## src/hw/rtl/counter_bank_lazy_raise_to_max_unit_assert.svh

```systemverilog
// -----------------------------------------------------------------------------
// Counter bank assertion macros
// Concurrent assertion helpers; empty when SYNTHESIS is defined.
// -----------------------------------------------------------------------------
`ifndef COUNTER_BANK_LAZY_RAISE_TO_MAX_UNIT_ASSERT_SVH
`define COUNTER_BANK_LAZY_RAISE_TO_MAX_UNIT_ASSERT_SVH

`ifndef SYNTHESIS
`define CBL_ASSERT_IMP(label, clk, rst, ante, cons) \
   label: assert property (@(posedge clk) disable iff (rst) (ante) |-> (cons)) \
      else $error("assertion failed");
`define CBL_ASSERT_NEXT(label, clk, rst, ante, cons) \
   label: assert property (@(posedge clk) disable iff (rst) (ante) |=> (cons)) \
      else $error("assertion failed");
`else
`define CBL_ASSERT_IMP(label, clk, rst, ante, cons)
`define CBL_ASSERT_NEXT(label, clk, rst, ante, cons)
`endif

`endif

```

## src/hw/rtl/cbl_pkg.sv

```systemverilog
// -----------------------------------------------------------------------------
// Counter bank package
// Shared constants, types and helpers of the lazy-floor counter bank.
// -----------------------------------------------------------------------------
package cbl_pkg;

   localparam int COUNTER_DEPTH = 1024;
   localparam int COUNT_BITS    = 32;
   localparam int ADDR_W        = (COUNTER_DEPTH > 1) ? $clog2(COUNTER_DEPTH) : 1;

   localparam int FUNC_W   = 2;
   localparam int INDEX_W  = 10;
   localparam int VALUE_W  = 32;
   localparam int ACTIVE_W = 11;

   localparam logic [ACTIVE_W-1:0] ACTIVE_RESET = 11'd1024;

   localparam int CSR_DATA_W = 32;
   localparam int CSR_ADDR_W = 2;
   localparam logic [CSR_ADDR_W-1:0] CSR_ACTIVE_ADDR = 2'd0;

   typedef enum logic [FUNC_W-1:0] {
      FUNC_INC   = 2'd0,
      FUNC_RAISE = 2'd1,
      FUNC_READ  = 2'd2
   } cbl_func_type;

   typedef enum logic [1:0] {
      ST_CLEAR,
      ST_IDLE,
      ST_EXEC
   } cbl_state_type;

   function automatic logic index_ok(input logic [INDEX_W-1:0] idx,
                                     input logic [ACTIVE_W-1:0] active);
      logic below_active;
      logic below_depth;
      below_active = ({{(ACTIVE_W-INDEX_W){1'b0}}, idx} < active);
      below_depth  = (32'(idx) < 32'(COUNTER_DEPTH));
      return below_active && below_depth;
   endfunction

endpackage

```

## src/hw/rtl/cbl_csr.sv

```systemverilog
// -----------------------------------------------------------------------------
// Counter bank register port
// APB-style access to the active counter count.
// -----------------------------------------------------------------------------
module cbl_csr (
   input  logic                                clock,
   input  logic                                reset,
   input  logic                                psel,
   input  logic                                penable,
   input  logic                                pwrite,
   input  logic [cbl_pkg::CSR_ADDR_W-1:0]      paddr,
   input  logic [cbl_pkg::CSR_DATA_W-1:0]      pwdata,
   output logic [cbl_pkg::CSR_DATA_W-1:0]      prdata,
   output logic                                pready,
   output logic [cbl_pkg::ACTIVE_W-1:0]        active_counters
);

   logic [cbl_pkg::ACTIVE_W-1:0] active_ff;
   logic [cbl_pkg::ACTIVE_W-1:0] active_in;
   logic                         hit;

   assign pready = 1'b1;
   assign hit    = (paddr == cbl_pkg::CSR_ACTIVE_ADDR);

   always_comb begin
      active_in = active_ff;
      if (psel && penable && pwrite && hit) begin
         active_in = pwdata[cbl_pkg::ACTIVE_W-1:0];
      end
   end

   always_ff @(posedge clock) begin
      if (reset) begin
         active_ff <= cbl_pkg::ACTIVE_RESET;
      end else begin
         active_ff <= active_in;
      end
   end

   assign prdata = hit ? {{(cbl_pkg::CSR_DATA_W-cbl_pkg::ACTIVE_W){1'b0}}, active_ff}
                       : '0;
   assign active_counters = active_ff;

endmodule

```

## config.mk

```make
export PLATFORM = sky130hd
export DESIGN_NAME = cbl_csr
export DESIGN_NICKNAME = d
export VERILOG_FILES = /design/src/hw/rtl/counter_bank_lazy_raise_to_max_unit_assert.svh /design/src/hw/rtl/cbl_pkg.sv /design/src/hw/rtl/cbl_csr.sv
export SDC_FILE = /design/constraint.sdc
export NUM_CORES = 1
export LEC_CHECK = 0
export ABC_AREA = 1
export ABC_CLOCK_PERIOD_IN_PS = 1000
export BUFFER_PORTS_ARGS = -buffer_cell sky130_fd_sc_hd__buf_2
export CAP_MARGIN = 20
export CORE_MARGIN = 2
export CORE_UTILIZATION = 34
export CTS_CLUSTER_DIAMETER = 200
export DETAILED_ROUTE_END_ITERATION = 7
export HOLD_SLACK_MARGIN = 0.05
export PLACE_DENSITY = 0.78
export SLEW_MARGIN = 20
export SYNTH_ARGS = -nofsm -noshare
export SYNTH_HDL_FRONTEND = slang
export SYNTH_SLANG_ARGS = --single-unit
```

## constraint.sdc

```tcl
create_clock -name clock -period 1 [get_ports clock]
set_clock_uncertainty 0.05 [all_clocks]
set_input_delay 0.15 -clock clock [delete_from_list [all_inputs] [get_ports clock]]
set_output_delay 0.15 -clock clock [all_outputs]
set_load 0.03 [all_outputs]
```

## Yosys cells after proc, flatten, opt, wreduce, memory -nomap -nowiden

Cells that the tools add are included.
Widths: inputs -> output; s select.

| operators by class | value |
|---|---|
| multiplexer cells | 1 |
| reduce and logical (&&, ||, !) cells | 4 |

Operator list:

| kind | count |
|---|---|
| $mux 11 | 1 |
| $logic_and 1x1->1 | 3 |
| $logic_not 2->1 | 1 |

| storage, ports and cells | value |
|---|---|
| register bits after elaboration | 11 |
| input bits | 39 |
| logic and storage cells | 6 |

## Depth between registers and ports, before layout

Gate-level depths: netlist of the first run.

| depth | value |
|---|---|
| depth in word-level cells | 3 |
| gate-level depth with buffers | 6 |
| gate-level depth less buffers | 5 |

## Worst setup path before layout of the first run

Ideal clock, no wire load.

| timing | value |
|---|---|
| path kind | reg-to-output |
| from | register active_ff (netlist bit active_counters[0]) |
| to | output port prdata[0] in the netlist's numbering |
| arrival | 0.994 ns |
| path slack | -0.194 ns |
| cell stages (with the launch flop) | 3 |
| path buffers | 0 |
| path through | dfxtp_1 inv_1 nor2_1 |

| between the ends | value |
|---|---|
| longest elaborated chain between the ends | 1 |

Ends and longest elaborated chain:

| element | RTL line | source |
|---|---|---|
| start: declaration | cbl_csr.sv:18 | `logic [cbl_pkg::ACTIVE_W-1:0] active_ff;` |
| start signal: assignment | cbl_csr.sv:34 | `active_ff <= cbl_pkg::ACTIVE_RESET;` |
| start signal: assignment | cbl_csr.sv:36 | `active_ff <= active_in;` |
| $mux 11 | cbl_csr.sv:40 | `assign prdata = hit ? {{(cbl_pkg::CSR_DATA_W-cbl_pkg::ACTIVE_W){1'b0}}, active_ff}` |
| end: declaration | cbl_csr.sv:13 | `output logic [cbl_pkg::CSR_DATA_W-1:0] prdata,` |

Every way passes these cells.

## Worst setup path after layout of the first run

| timing | value |
|---|---|
| from | register active_ff (netlist bit active_counters[8]) |
| to | output port prdata[8] in the netlist's numbering |

Same word-level chain as after synthesis.

==> flow_metrics.env, run 1 <==
export IMPL_grt_first_pass_wirelength_um=2590
export IMPL_ant_nets=0
export IMPL_outcome="finished, violations left"
export IMPL_finalHoldViolCount=0
export IMPL_ctsLongestPathBuffers=2
export IMPL_ys_types=16
export IMPL_final_max_slew_viol_count=0
export IMPL_start_util_pct=35.5
export IMPL_cts_tree="done"
export IMPL_num_vias=776
export IMPL_io_buffers=39
export IMPL_worstReg2RegEnd="active_counters[7]"
export IMPL_hold_path_startpoint="pwdata[4]"
export IMPL_endpoint_kind="output port"
export IMPL_place_detailed_hpwl_um=1270
export IMPL_synthTopCellsByArea="dfxtp_1, buf_4, nor2_1"
export IMPL_dp_slack_ps=-41.2
export IMPL_drive_above_1_share_pct=52.4
export IMPL_finalCritPeriodShare_pct=107
export IMPL_min_period_ps=1070
export IMPL_fmax_ghz=0.932
export IMPL_placementRows=17
export IMPL_power_density_nw_per_um2=899
export IMPL_core_area_sq_um=2190
export IMPL_clk_pin_slew_worst_paths_ps=70
export IMPL_setup_viol=11
export IMPL_synth_compound_area_share_pct=0.643
export IMPL_diodes=0
export IMPL_clk_latency_ps=270
export IMPL_violations="setup timing"
export IMPL_ir_worst_vdd_uv=388
export IMPL_layout_setup_ws_ps=-73.1
export IMPL_place_congestion=0.616
export IMPL_crit_required_ps=800
export IMPL_cap_violations=0
export IMPL_r2r_start="active_counters[7]"
export IMPL_rsz0062_at_grt="true"
export IMPL_synth_top_area_share_pct=28.3
export IMPL_cp_max_fo=3
export IMPL_start_kind="flop"
export IMPL_crit_type="flop to output port"
export IMPL_yosys_warnings=0
export IMPL_min_path_type="primary input to flop"
export IMPL_setup_tns_ps=-718
export IMPL_yosysTopAreaCell="dfxtp_1"
export IMPL_cts_made_buffers=3
export IMPL_synth_fa_ha_area_share_pct=0
export IMPL_viasPerCell=3.96
export IMPL_routed_wl_um=1710
export IMPL_route_detailed_drc=0
export IMPL_ys_seq_area_share_pct=28.3
export IMPL_reg2reg_depth=3
export IMPL_synth_area_sq_um=778
export IMPL_wire_per_inst_um=8.74
export IMPL_antenna_found_initial=0
export IMPL_hold_path_depth=5
export IMPL_cts_root_buf="clkbuf_4"
export IMPL_cp_data_arrival_time_ps=870
export IMPL_nets=208
export IMPL_die_area_sq_um=2690
export IMPL_area_growth_pct=56.8
export IMPL_hold_ws_ps=139
export IMPL_gr_total_overflow=0
export IMPL_yosys_area_share_simple_pct=34.2
export IMPL_clock_sinks=11
export IMPL_total_leakage_power_nw=0.609
export IMPL_fill_cells=215
export IMPL_grt_pass1_vias=625
export IMPL_ff2ff_setup_slack_ps=250
export IMPL_drt_first_iter_violations=5
export IMPL_yosys_register_bits=11
export IMPL_synthXorXnorAreaFrac_pct=0
export IMPL_firstDrtPassIters=4
export IMPL_grt_max_degree=12
export IMPL_track_usage_pct=13.1
export IMPL_die_w_um=51.8
export IMPL_h_tree_depth=1
export IMPL_avgSynthCellArea_sq_um=6.33
export IMPL_synthMuxAreaShare_pct=0
export IMPL_ios=83
export IMPL_fp_dieH_um=51.8
export IMPL_largest_reg_flops=11
export IMPL_postSynthCellCount=123
export IMPL_synth_top_family_by_area="buffers and inverters"
export IMPL_min_to="active_counters[4]"
-- cell type report --
type	count	area [sq um]	share of cell area, %
clock buffers	4	26.3	2.15
inverters	25	93.8	7.69
well taps	28	35.0	2.87
flip-flops and latches	11	234	19.2
repair buffers	46	394	32.3
multi-input cells	82	437	35.8
-- per-layer routing --
metal  global-route usage [%]  up-vias  routed length (um)
met5                        0        -                   0
met4                     6.58        0                  21
met3                     2.59        3                 131
met2                     22.6       38                 867
met1                     15.3      336                 692
li1                         -      399                   -
-- placed cells by master (no fill, tap or decap) --
| master | count |
|---|---|
| dfxtp_2 | 11 |
| buf_6 | 17 |
| nor2_2 | 1 |
| nand3_2 | 1 |
| nor2_1 | 20 |
| nand2_1 | 12 |
| inv_1 | 12 |
| buf_12 | 2 |
| clkbuf_4 | 3 |
| o21ai_0 | 1 |
| conb_1 | 22 |
| nand3_1 | 11 |
| dlygate4sd3_1 | 1 |
| buf_4 | 9 |
| clkbuf_1 | 1 |
| nor2_4 | 13 |
| buf_2 | 17 |
| nand2_4 | 1 |
| inv_2 | 13 |
-- where the power goes --
part	total (mW)	internal, mW	switching [mW]
clock network	0.301	0.154	0.147
registers	0.459	0.449	0.00968
logic	0.337	0.101	0.236
total	1.10	0.705	0.392
-- Yosys cell counts --
cell     instances
buf_2            1
nor2_2           1
buf_6            1
o21ai_0          1
nand2_1         12
nand3_1         11
conb_1           2
nor2_1          31
buf_4           22
nand3_2          1
buf_1            1
nand2_4          1
inv_1           23
dfxtp_1         11
inv_2            2
nor2_4           2
-- through the flow --
stage / total power [mW] / instance area [sq um] / std cells / util (%)
2_1_floorplan: 0.762 / 950 / 143 / -
3_3_place_gp: 0.778 / 1050 / 189 / 47.9
3_5_place_dp: 0.781 / 1050 / 189 / 47.9
4_1_cts: 1.09 / 1160 / 193 / 53.2
5_1_grt: 1.16 / 1220 / 196 / 55.7
6_report: 1.10 / 1220 / 196 / 55.7
-- timing repair --
| item | 4_1_cts | 5_1_grt |
|---|---|---|
| endpoints found under the hold margin | 0 | 1 |
| endpoints found under the setup margin | 18 | 22 |
| setup buffers | 0 | 2 |
| gates resized for setup | 41 | 12 |
| pin swaps | 10 | 1 |
| hold buffers | 0 | 1 |
-- kinds of logic after synthesis --
logic type | count (synthesis)
compound gates | 1
buf+inv | 50
flops | 11
other cells | 2
simple gates | 59
-- how the worst max path moves through the flow --
stage | startpoint | cells after the start | endpoint
finish | active_counters[8] | 3 | prdata[8]
floorplan | paddr[0] | 4 | prdata[0]
global placement | paddr[0] | 6 | prdata[8]
global route | active_counters[0] | 3 | prdata[0]
detailed placement | paddr[0] | 6 | prdata[0]
CTS | active_counters[0] | 3 | prdata[0]
-- worst max-delay path: stages, from the launching register on --
cell	delay, ps
dfxtp_2	360
inv_2	50
nor2_4	70
buf_6	130
Note: power is estimated with default switching activity, not from simulation.
==> inputs of run 2 (changes only) <==
--- a/config.mk
+++ b/config.mk
@@ -5,7 +5,6 @@
 export SDC_FILE = /design/constraint.sdc
 export NUM_CORES = 1
 export LEC_CHECK = 0
-export ABC_AREA = 1
 export ABC_CLOCK_PERIOD_IN_PS = 1000
 export BUFFER_PORTS_ARGS = -buffer_cell sky130_fd_sc_hd__buf_2
 export CAP_MARGIN = 20
@@ -14,7 +13,7 @@
 export CTS_CLUSTER_DIAMETER = 200
 export DETAILED_ROUTE_END_ITERATION = 7
 export HOLD_SLACK_MARGIN = 0.05
-export PLACE_DENSITY = 0.78
+export PLACE_DENSITY = 0.79
 export SLEW_MARGIN = 20
 export SYNTH_ARGS = -nofsm -noshare
 export SYNTH_HDL_FRONTEND = slang
==> flow_metrics.env, run 2 <==
export IMPL_outcome="finished, violations left"
export IMPL_violations="setup timing"
export IMPL_ff2ff_setup_slack_ps=160
export IMPL_start_util_pct=35.1
export IMPL_yosys_warnings=0
export IMPL_area_growth_pct=43.4
export IMPL_power_mw=1.01
export IMPL_gr_total_overflow=0
export IMPL_finalCritPeriodShare_pct=109
export IMPL_synth_edf_count=0
export IMPL_critPathSlowestCell="dfxtp_2"
export IMPL_ant_nets=0
export IMPL_postSynthCellCount=85
export IMPL_regArea_sq_um=234
export IMPL_fp_dieH_um=51.1
export IMPL_clk_pin_slew_worst_paths_ps=70
export IMPL_finalNonFillerCells=157
export IMPL_viasPerCell=4.03
export IMPL_yosysMostFrequentCell="buf_4"
export IMPL_cts_root_buf="clkbuf_4"
export IMPL_cp_max_fo=3
export IMPL_cap_violations=0
export IMPL_place_detailed_hpwl_um=1140
export IMPL_synth_top_area_share_pct=29.2
export IMPL_die_area_sq_um=2610
export IMPL_io_buffers=39
export IMPL_final_max_slew_viol_count=0
export IMPL_yosys_register_bits=11
export IMPL_die_w_um=51.1
export IMPL_drt_first_iter_violations=8
export IMPL_start_kind="flop"
export IMPL_ys_async_sr_fraction_pct=0
export IMPL_ys_types=12
export IMPL_hold_ws_ps=83.2
export IMPL_hold_path_depth=3
export IMPL_antenna_found_initial=0
export IMPL_synthTopCellsByArea="dfxtp_1, buf_4, nand2b_1"
export IMPL_ys_seq_area_share_pct=29.2
export IMPL_setup_tns_ps=-685
export IMPL_crit_buf_inv=1
export IMPL_diodes=0
export IMPL_ir_worst_vdd_uv=515
export IMPL_min_to="active_counters[1]"
export IMPL_cp_data_arrival_time_ps=890
export IMPL_grt_pass1_vias=565
export IMPL_min_path_type="primary input to flop"
export IMPL_endpoint_kind="output port"
export IMPL_crit_start="active_counters[2]"
export IMPL_ctsLongestPathBuffers=2
export IMPL_yosysTopAreaCell="dfxtp_1"
export IMPL_worstPathCellList="and2_4, buf_6"
export IMPL_layout_setup_ws_ps=-88.9
export IMPL_hold_path_startpoint="pwdata[1]"
export IMPL_min_period_ps=1090
export IMPL_crit_required_ps=800
export IMPL_worstReg2RegEnd="active_counters[4]"
export IMPL_firstDrtPassIters=4
export IMPL_fill_cells=213
export IMPL_num_vias=633
export IMPL_reg2reg_depth=4
export IMPL_r2r_start="active_counters[4]"
export IMPL_multi_input_area_sq_um=439
export IMPL_ios=83
export IMPL_core_area_sq_um=2150
export IMPL_clk_latency_ps=270
export IMPL_rsz0062_at_grt="true"
export IMPL_nets=169
export IMPL_track_usage_pct=13.0
export IMPL_placementRows=17
export IMPL_finalHoldViolCount=0
export IMPL_cts_made_buffers=3
export IMPL_critPathTopFamily="flip-flops"
export IMPL_layout_common_cells="conb_1, nand2b_1, buf_2, buf_4, buf_6"
export IMPL_fmax_ghz=0.918
export IMPL_utilization_pct=50.4
export IMPL_wire_per_inst_um=10.4
export IMPL_synth_flop_cell="dfxtp_1"
export IMPL_setup_viol=11
export IMPL_grt_first_pass_wirelength_um=2460
export IMPL_max_stage_delay_ps=350
export IMPL_place_congestion=0.594
export IMPL_avgSynthCellArea_sq_um=8.88
export IMPL_largest_reg_flops=11
export IMPL_yosys_top_cells_count="buf_4, nand2b_1, dfxtp_1, mux2i_1, and2_1"
export IMPL_synth_area_sq_um=754
export IMPL_crit_type="flop to output port"
export IMPL_cts_tree="done"
export IMPL_cts_hold_buf=0
export IMPL_dp_cells=148
export IMPL_grt_max_degree=23
export IMPL_route_detailed_drc=0
export IMPL_routed_wl_um=1640
export IMPL_final_common_cell="conb_1"
export IMPL_drive_above_1_share_pct=56.6
export IMPL_cp_depth=2
export IMPL_total_leakage_power_nw=0.528
export IMPL_h_tree_depth=1
export IMPL_clock_sinks=11
export IMPL_power_density_nw_per_um2=930
## run 2: cell count changes in the layout (fill, tap and decap cells not counted), sizes merged, moves of 11 or more
cell    before  now
nor2        34    3
inv         25    0
nand2b       0   20
nand2       13    0
nand3       12    0
and2         0   11
mux2i        0   11
## run 2: per-stage QoR
step           area, sq um  setup WS [ps]
2_1_floorplan          842           5.82
3_3_place_gp           891          -94.7
3_5_place_dp           891           -160
4_1_cts               1070          -82.7
5_1_grt               1080           -110
6_report              1080          -88.9
## run 2: how the worst max path moves through the flow
| stage | endpoint |
|---|---|
| 6_report | prdata[2] |
| 4_1_cts | prdata[3] |
| 2_1_floorplan | prdata[0] |
| 3_5_place_dp | active_counters[3] |
| 5_1_grt | prdata[9] |
| 3_3_place_gp | active_counters[0] |
## run 2: layout make-up
cell class / count / share of cell area (%)
clock buffers: 4 / 2.43
multi-input cells: 68 / 40.6
flip-flops and latches: 11 / 21.6
well taps: 28 / 3.24
repair buffers: 46 / 32.1
## run 2: cells by family (layout without fill, tap and decap cells)
| kind of cell | Yosys count | after routing | synth area share, % |
|---|---|---|---|
| muxes | 11 | 11 | 14.6 |
| and+or+nand+nor | 35 | 35 | 29.2 |
| other | 2 | 22 | 0.995 |
| DFF | 11 | 11 | 29.2 |
| buffers and inverters | 26 | 50 | 26.0 |
## run 2: power by group
part / internal [mW] / switching (mW) / leakage [nW]
Clock: 0.154 / 0.156 / 0.0150
Sequential: 0.444 / 0.00433 / 0.0934
Combinational: 0.0746 / 0.174 / 0.419
Total: 0.673 / 0.334 / 0.528
## run 2: repair_timing
action                     CTS  global route
setup endpoints to repair   22            17
gates resized for setup     54             3
buffers inserted             4             1
## run 2: metal layers
layer  track usage [%]  vias up  share of wire, %  wire length (um)
met4              5.41        0                 0                 0
met1              12.4      297                35               573
li1                  -      308                 -                 -
met2              25.1       28                58               946
met3              4.09        0               7.2               118
met5                 0        -                 0                 0
## run 2: worst register-to-register path, stage by stage, from the launching register on
cell	delay [ps]
dfxtp_2	330
buf_4	120
buf_4	120
nand2b_1	50
mux2i_1	60
